$ cat config.mk
export PLATFORM = sky130hd
export DESIGN_NAME = gbd_setup
export DESIGN_NICKNAME = d
export VERILOG_FILES = /design/src/rtl/gbd_pkg.sv /design/src/rtl/gbd_div.sv /design/src/rtl/gbd_setup.sv
export SDC_FILE = /design/constraint.sdc
export NUM_CORES = 1
export LEC_CHECK = 0
export BUFFER_PORTS_ARGS = -buffer_cell sky130_fd_sc_hd__buf_2
export CAP_MARGIN = 20
export CORE_MARGIN = 1.5
export CORE_UTILIZATION = 57
export CTS_BUF_LIST = sky130_fd_sc_hd__clkbuf_16
export DETAILED_ROUTE_END_ITERATION = 8
export GPL_ROUTABILITY_DRIVEN = 0
export PLACE_DENSITY = 0.78
export SYNTH_ARGS = -nofsm -noshare
export SYNTH_HDL_FRONTEND = slang
export SYNTH_SLANG_ARGS = --single-unit
$ cat constraint.sdc
create_clock -name aclk -period 4.5 [get_ports aclk]
set_clock_uncertainty 0.15 [all_clocks]
set_input_delay 0.9 -clock aclk [delete_from_list [all_inputs] [get_ports aclk]]
set_output_delay 0.9 -clock aclk [all_outputs]
set_load 0.02 [all_outputs]
$ cat src/rtl/gbd_pkg.sv
`default_nettype none
package gbd_pkg;

    // configuration port
    localparam int CFG_IDX_W  = 2;
    localparam int CFG_DATA_W = 11;

    // register field widths
    localparam int FRAME_W = 11;
    localparam int OUT_W_W = 9;

    // vertical geometry is fixed by the height limit
    localparam int HEIGHT_LIMIT = 1024;
    localparam int ROW_W        = 10;
    localparam int NBY_W        = 11;

    // register reset values
    localparam logic [FRAME_W-1:0] FRAME_WIDTH_RST  = 11'd640;
    localparam logic [FRAME_W-1:0] FRAME_HEIGHT_RST = 11'd480;
    localparam logic [OUT_W_W-1:0] OUT_WIDTH_RST    = 9'd160;
    localparam logic [FRAME_W-1:0] OUT_HEIGHT_RST   = 11'd120;

    // (r+g+b)/3 as a multiply by 683 and a shift by 11, exact below 2048
    localparam int GRAY_RECIP = 683;
    localparam int GRAY_SHIFT = 11;

    typedef enum logic [CFG_IDX_W-1:0] {
        REG_FRAME_WIDTH  = 2'd0,
        REG_FRAME_HEIGHT = 2'd1,
        REG_OUT_WIDTH    = 2'd2,
        REG_OUT_HEIGHT   = 2'd3
    } cfg_reg_t;

    typedef struct packed {
        logic restart;
        logic geom_ok;
    } pipe_ctl_t;

endpackage
`default_nettype wire

$ cat src/rtl/gbd_div.sv
`default_nettype none
module gbd_div #(
    parameter int DV_W = 25,
    parameter int DS_W = 11
) (
    input  wire logic            aclk,
    input  wire logic            aresetn,
    input  wire logic            start,
    input  wire logic [DV_W-1:0] dividend,
    input  wire logic [DS_W-1:0] divisor,
    output logic      [DV_W-1:0] quotient,
    output logic                 done
);

    localparam int CNT_W = $clog2(DV_W + 1);

    logic [DS_W-1:0]  rem_reg;
    logic [DV_W-1:0]  quo_reg;
    logic [DS_W-1:0]  den_reg;
    logic [CNT_W-1:0] cnt_reg;
    logic             busy_reg;
    logic             done_reg;

    logic [DS_W:0]    trial;
    logic [DS_W:0]    diff;
    logic             ge;

    // one restoring step per cycle, msb first
    always_comb begin
        trial = {rem_reg, quo_reg[DV_W-1]};
        ge    = trial >= {1'b0, den_reg};
        diff  = trial - {1'b0, den_reg};
    end

    always_ff @(posedge aclk) begin
        if (!aresetn) begin
            busy_reg <= 1'b0;
            done_reg <= 1'b0;
            cnt_reg  <= '0;
        end else if (start) begin
            busy_reg <= 1'b1;
            done_reg <= 1'b0;
            cnt_reg  <= '0;
        end else if (busy_reg) begin
            cnt_reg <= cnt_reg + CNT_W'(1);
            if (cnt_reg == CNT_W'(DV_W - 1)) begin
                busy_reg <= 1'b0;
                done_reg <= 1'b1;
            end
        end else begin
            done_reg <= 1'b0;
        end
    end

    always_ff @(posedge aclk) begin
        if (start) begin
            rem_reg <= '0;
            quo_reg <= dividend;
            den_reg <= divisor;
        end else if (busy_reg) begin
            rem_reg <= ge ? diff[DS_W-1:0] : trial[DS_W-1:0];
            quo_reg <= {quo_reg[DV_W-2:0], ge};
        end
    end

    assign quotient = quo_reg;
    assign done     = done_reg;

endmodule
`default_nettype wire

$ cat src/rtl/gbd_setup.sv
`default_nettype none
module gbd_setup
    import gbd_pkg::*;
#(
    parameter int MAX_FRAME_WIDTH = 1024,
    parameter int MAX_OUT_WIDTH   = 256,
    parameter int MAX_RATIO       = 16,
    localparam int RATIO_W = $clog2(MAX_RATIO + 1),
    localparam int NBX_W   = $clog2(MAX_OUT_WIDTH + 1),
    localparam int SUM_W   = $clog2(MAX_RATIO * MAX_RATIO * 255 + 1),
    localparam int SH_K    = SUM_W + $clog2(MAX_RATIO * MAX_RATIO),
    localparam int RCP_W   = SH_K + 1
) (
    input  wire logic                  aclk,
    input  wire logic                  aresetn,
    input  wire logic                  cfg_we,
    input  wire logic [CFG_IDX_W-1:0]  cfg_idx,
    input  wire logic [CFG_DATA_W-1:0] cfg_data,
    output pipe_ctl_t                  ctl,
    output logic      [FRAME_W-1:0]    fw_c,
    output logic      [FRAME_W-1:0]    fh_c,
    output logic      [RATIO_W-1:0]    rx,
    output logic      [RATIO_W-1:0]    ry,
    output logic      [NBX_W-1:0]      nbx,
    output logic      [NBY_W-1:0]      nby,
    output logic      [RCP_W-1:0]      recip
);

    localparam int AREA_W = $clog2(MAX_RATIO * MAX_RATIO + 1);
    localparam int DV_W   = (RCP_W > FRAME_W) ? RCP_W : FRAME_W;
    localparam int DS_W   = (AREA_W > FRAME_W) ? AREA_W : FRAME_W;

    typedef enum logic [2:0] {
        S_RX,
        S_RY,
        S_NBX,
        S_NBY,
        S_AREA,
        S_RECIP,
        S_DONE
    } state_t;

    logic [FRAME_W-1:0] frame_width_reg;
    logic [FRAME_W-1:0] frame_height_reg;
    logic [OUT_W_W-1:0] out_width_reg;
    logic [FRAME_W-1:0] out_height_reg;

    state_t             state_reg;
    logic               issued_reg;
    logic               div_start_reg;
    logic [RATIO_W-1:0] rx_reg;
    logic [RATIO_W-1:0] ry_reg;
    logic [NBX_W-1:0]   nbx_reg;
    logic [NBY_W-1:0]   nby_reg;
    logic [AREA_W-1:0]  area_reg;
    logic [RCP_W-1:0]   recip_reg;

    logic [DV_W-1:0]    div_num;
    logic [DS_W-1:0]    div_den;
    logic [DV_W-1:0]    div_quo;
    logic               div_done;
    logic               is_div;
    logic               captured;

    function automatic logic [RATIO_W-1:0] clamp_ratio(input logic [DV_W-1:0] q,
                                                       input logic zero_out);
        logic [RATIO_W-1:0] r;
        if (zero_out || q > DV_W'(MAX_RATIO)) begin
            r = RATIO_W'(MAX_RATIO);
        end else if (q == '0) begin
            r = RATIO_W'(1);
        end else begin
            r = q[RATIO_W-1:0];
        end
        return r;
    endfunction

    always_ff @(posedge aclk) begin
        if (!aresetn) begin
            frame_width_reg  <= FRAME_WIDTH_RST;
            frame_height_reg <= FRAME_HEIGHT_RST;
            out_width_reg    <= OUT_WIDTH_RST;
            out_height_reg   <= OUT_HEIGHT_RST;
        end else if (cfg_we) begin
            unique case (cfg_reg_t'(cfg_idx))
                REG_FRAME_WIDTH:  frame_width_reg  <= cfg_data[FRAME_W-1:0];
                REG_FRAME_HEIGHT: frame_height_reg <= cfg_data[FRAME_W-1:0];
                REG_OUT_WIDTH:    out_width_reg    <= cfg_data[OUT_W_W-1:0];
                REG_OUT_HEIGHT:   out_height_reg   <= cfg_data[FRAME_W-1:0];
            endcase
        end
    end

    always_comb begin
        fw_c = frame_width_reg;
        if (frame_width_reg == '0) begin
            fw_c = FRAME_W'(1);
        end else if (32'(frame_width_reg) > MAX_FRAME_WIDTH) begin
            fw_c = FRAME_W'(MAX_FRAME_WIDTH);
        end
        fh_c = frame_height_reg;
        if (frame_height_reg == '0) begin
            fh_c = FRAME_W'(1);
        end else if (32'(frame_height_reg) > HEIGHT_LIMIT) begin
            fh_c = FRAME_W'(HEIGHT_LIMIT);
        end
    end

    // operands of the shared divider follow the sequencer step
    always_comb begin
        div_num = '0;
        div_den = '0;
        case (state_reg)
            S_RX: begin
                div_num = DV_W'(fw_c);
                div_den = DS_W'(out_width_reg);
            end
            S_RY: begin
                div_num = DV_W'(fh_c);
                div_den = DS_W'(out_height_reg);
            end
            S_NBX: begin
                div_num = DV_W'(fw_c);
                div_den = DS_W'(rx_reg);
            end
            S_NBY: begin
                div_num = DV_W'(fh_c);
                div_den = DS_W'(ry_reg);
            end
            S_RECIP: begin
                // ceiling of 2^k over the block area
                div_num = (DV_W'(1) << SH_K) + DV_W'(area_reg) - DV_W'(1);
                div_den = DS_W'(area_reg);
            end
            default: begin
                div_num = '0;
                div_den = '0;
            end
        endcase
        is_div   = (state_reg != S_AREA) && (state_reg != S_DONE);
        // a done that lines up with a fresh start belongs to an aborted run
        captured = issued_reg && div_done && !div_start_reg;
    end

    always_ff @(posedge aclk) begin
        if (!aresetn || cfg_we) begin
            state_reg     <= S_RX;
            issued_reg    <= 1'b0;
            div_start_reg <= 1'b0;
        end else begin
            div_start_reg <= is_div && !issued_reg;
            if (is_div && !issued_reg) begin
                issued_reg <= 1'b1;
            end
            unique case (state_reg)
                S_RX: begin
                    if (captured) begin
                        rx_reg     <= clamp_ratio(div_quo, out_width_reg == '0);
                        issued_reg <= 1'b0;
                        state_reg  <= S_RY;
                    end
                end
                S_RY: begin
                    if (captured) begin
                        ry_reg     <= clamp_ratio(div_quo, out_height_reg == '0);
                        issued_reg <= 1'b0;
                        state_reg  <= S_NBX;
                    end
                end
                S_NBX: begin
                    if (captured) begin
                        nbx_reg    <= (div_quo > DV_W'(MAX_OUT_WIDTH)) ?
                                      NBX_W'(MAX_OUT_WIDTH) : div_quo[NBX_W-1:0];
                        issued_reg <= 1'b0;
                        state_reg  <= S_NBY;
                    end
                end
                S_NBY: begin
                    if (captured) begin
                        nby_reg    <= div_quo[NBY_W-1:0];
                        issued_reg <= 1'b0;
                        state_reg  <= S_AREA;
                    end
                end
                S_AREA: begin
                    area_reg  <= AREA_W'(AREA_W'(rx_reg) * AREA_W'(ry_reg));
                    state_reg <= S_RECIP;
                end
                S_RECIP: begin
                    if (captured) begin
                        recip_reg  <= div_quo[RCP_W-1:0];
                        issued_reg <= 1'b0;
                        state_reg  <= S_DONE;
                    end
                end
                S_DONE: begin
                    state_reg <= S_DONE;
                end
                default: begin
                    state_reg <= S_RX;
                end
            endcase
        end
    end

    gbd_div #(
        .DV_W(DV_W),
        .DS_W(DS_W)
    ) u_div (
        .aclk    (aclk),
        .aresetn (aresetn),
        .start   (div_start_reg),
        .dividend(div_num),
        .divisor (div_den),
        .quotient(div_quo),
        .done    (div_done)
    );

    assign ctl.restart = cfg_we;
    assign ctl.geom_ok = (state_reg == S_DONE);
    assign rx          = rx_reg;
    assign ry          = ry_reg;
    assign nbx         = nbx_reg;
    assign nby         = nby_reg;
    assign recip       = recip_reg;

endmodule
`default_nettype wire

==> flow_summary.ini <==
[floorplan]
placementRows = 44
die_w_um = 124
start_util = 0.579
design.core.area_um2 = 14400
die_area_um2 = 15400
dieHeight_um = 124
ios = 95

[final_layout]
n_antenna_cell = 0
fin_util = 0.660
drive_above_1_share = 0.152
multi_input_area_um2 = 3680
finalInstanceArea_um2 = 9510
nets = 968
area_delta_synth_final_pct = 13.9
fillers = 1164
seq_area_um2 = 4310

[clock_network]
ctsHoldBuffers = 0
cts_root_buf = clkbuf_16
clkTransAtPathRegs_ns = 0.06
cts_buffers = 17
ctsLongestPathBuffers = 2
worstSkewPairLatency_ns = 0.43
cts.sinks = 165
h-tree-depth = 4
cts_setup_buffers = 0
cts_resized = 0
cts_tree = yes

[route]
drt_iter0_markers = 721
drc = 0
final_antenna_net_count = 0
dr.pass1.iters = 5
routed_wirelength_mm = 20.2
viasPerCell = 5.95
wl_per_cell_um = 18.2
vias = 6590

[setup_path]
crit_arrival_ns = 3.72
required_ns = 4.53
crit_path_end_kind = flop
critPathLaunchType = flop
crit_type = flop to flop
cp_max_fo = 7

[grt]
met2_usage = 0.419
grt_pass1_wl_mm = 31.4
grt_util_all_layers = 0.272
grt_pass1_vias = 5891
grt_use_met1 = 0.383
grt-busiest-layer = met2
use_met3 = 0.0540
grt_overflow_total = 0
antenna_found_initial = 0
grt_max_degree = 63

[sta]
setup_violations = 0
min_period_ns = 3.70
fin_tns_setup_ns = 0
finalHoldViolCount = 0
slew_violations = 0
max_slew_margin = 0.331
fmax_mhz = 270
setup_ws_ns = 0.800
fin_crit_sh = 0.822
worstMarginPinSlew_ns = 1.00
rsz0062_at_grt = no

[synthesis]
yosysWarningCount = 0
yosysUniqueCellTypes = 63
synth_area_um2 = 8350
synthArstFlopShare = 0
ys_ff_latch = 165
ys_seq_area_frac = 0.515
syn_nets = 885
synth_ff_type = edfxtp_1
synth_edf_count = 100
syn_avg_cell_area_um2 = 10.1
synthCells = 828

[run]
maxCapViolCount = 0

[place]
post_dp_cell_area_um2 = 8960
place_hpwl_mm = 14.5
dp_slack_ns = 0.810
port_buffers = 94

[power_and_ir_drop]
cellPowerDensity_nw_per_um2 = 394
power_mw = 3.74
vdd_drop_max_v = 0.000243
p_leak_nw = 3.76

[worst_hold_path]
min_path_type = flop to flop

[outcome]
outcome = finished, final reports clean
-- cell type report --
class | count | area share
sequential | 165 | 0.453
clock buffer | 18 | 0.0473
clock inverter | 14 | 0.00750
multi-input combinational | 566 | 0.387
inverter | 58 | 0.0229
timing repair buffer | 103 | 0.0587
tap | 184 | 0.0242
-- cells by family after synthesis --
kind of cell	Yosys count	share of synthesized area
XOR/XNOR	20	0.0210
adder cells (fa/ha/maj)	41	0.0695
buffers and inverters	97	0.0443
flip-flops	165	0.515
AO/OA/AOI/OAI	158	0.132
multiplexers	18	0.0217
AND/OR/NAND/NOR	329	0.196
-- synth_stat cells, types with 22 or more instances --
master,instances,area share
a21boi_1,30,0.027
a21oi_1,22,0.013
and2_1,37,0.028
clkbuf_1,36,0.016
dfxtp_1,65,0.16
edfxtp_1,100,0.36
ha_1,32,0.048
inv_1,57,0.026
nand2_1,117,0.053
nand3_1,25,0.015
nor2_1,58,0.026
nor2b_1,26,0.019
-- layer usage --
| layer | wire (um) | vias to the layer above |
|---|---|---|
| met4 | 493 | 0 |
| met3 | 1470 | 35 |
| met1 | 8930 | 3144 |
| met5 | 0 | - |
| met2 | 9310 | 294 |
| li1 | - | 3117 |
-- where the power goes --
part	internal, mW	switching [mW]	leakage (nW)
registers	1.70	0.0846	1.43
clock network	0.722	0.577	0.286
logic	0.266	0.398	2.05
-- layout by cell type, fill, tap and decap left out, drive strengths merged, types with 6 or more instances in the layout --
master / n
nor2b: 26
buf: 103
a21oi: 23
xnor2: 13
a31oi: 12
nor3b: 9
nand3: 25
dfxtp: 65
inv: 67
xor2: 7
mux2i: 17
fa: 9
o22ai: 16
nor4: 14
and2: 37
nor3: 11
o21ai: 23
nor2: 58
ha: 32
a21boi: 31
a211oi: 6
nand2: 117
edfxtp: 100
clkbuf: 18
or2: 6
-- stage by stage --
step / hold slack (ns) / cells
6_report: 0.269 / 1108
5_1_grt: 0.287 / 1108
4_1_cts: 0.268 / 1107
3_5_place_dp: 0.259 / 1075
3_3_place_gp: 0.257 / 1075
2_1_floorplan: 0.248 / 828
-- critical path, stage by stage (launching register included) --
cell      delay, ns
edfxtp_1       0.45
nand2_1        0.12
fa_1           0.53
fa_1           0.52
fa_1           0.55
inv_1          0.04
ha_1           0.33
a21o_1         0.19
a21oi_1        0.21
o21bai_1       0.09
a21oi_1        0.17
xnor2_1        0.09
-- final timing paths --
kind                   start             to  cells past startpoint  slack, ns
hold / removal    issued_reg  div_start_reg                      1       0.27
setup / recovery       ry[4]    area_reg[8]                     11       0.80
hold reg to reg   issued_reg  div_start_reg                      1       0.27
setup reg to reg       ry[4]    area_reg[8]                     11       0.80
No activity file was read; power rests on OpenSTA's default activity.
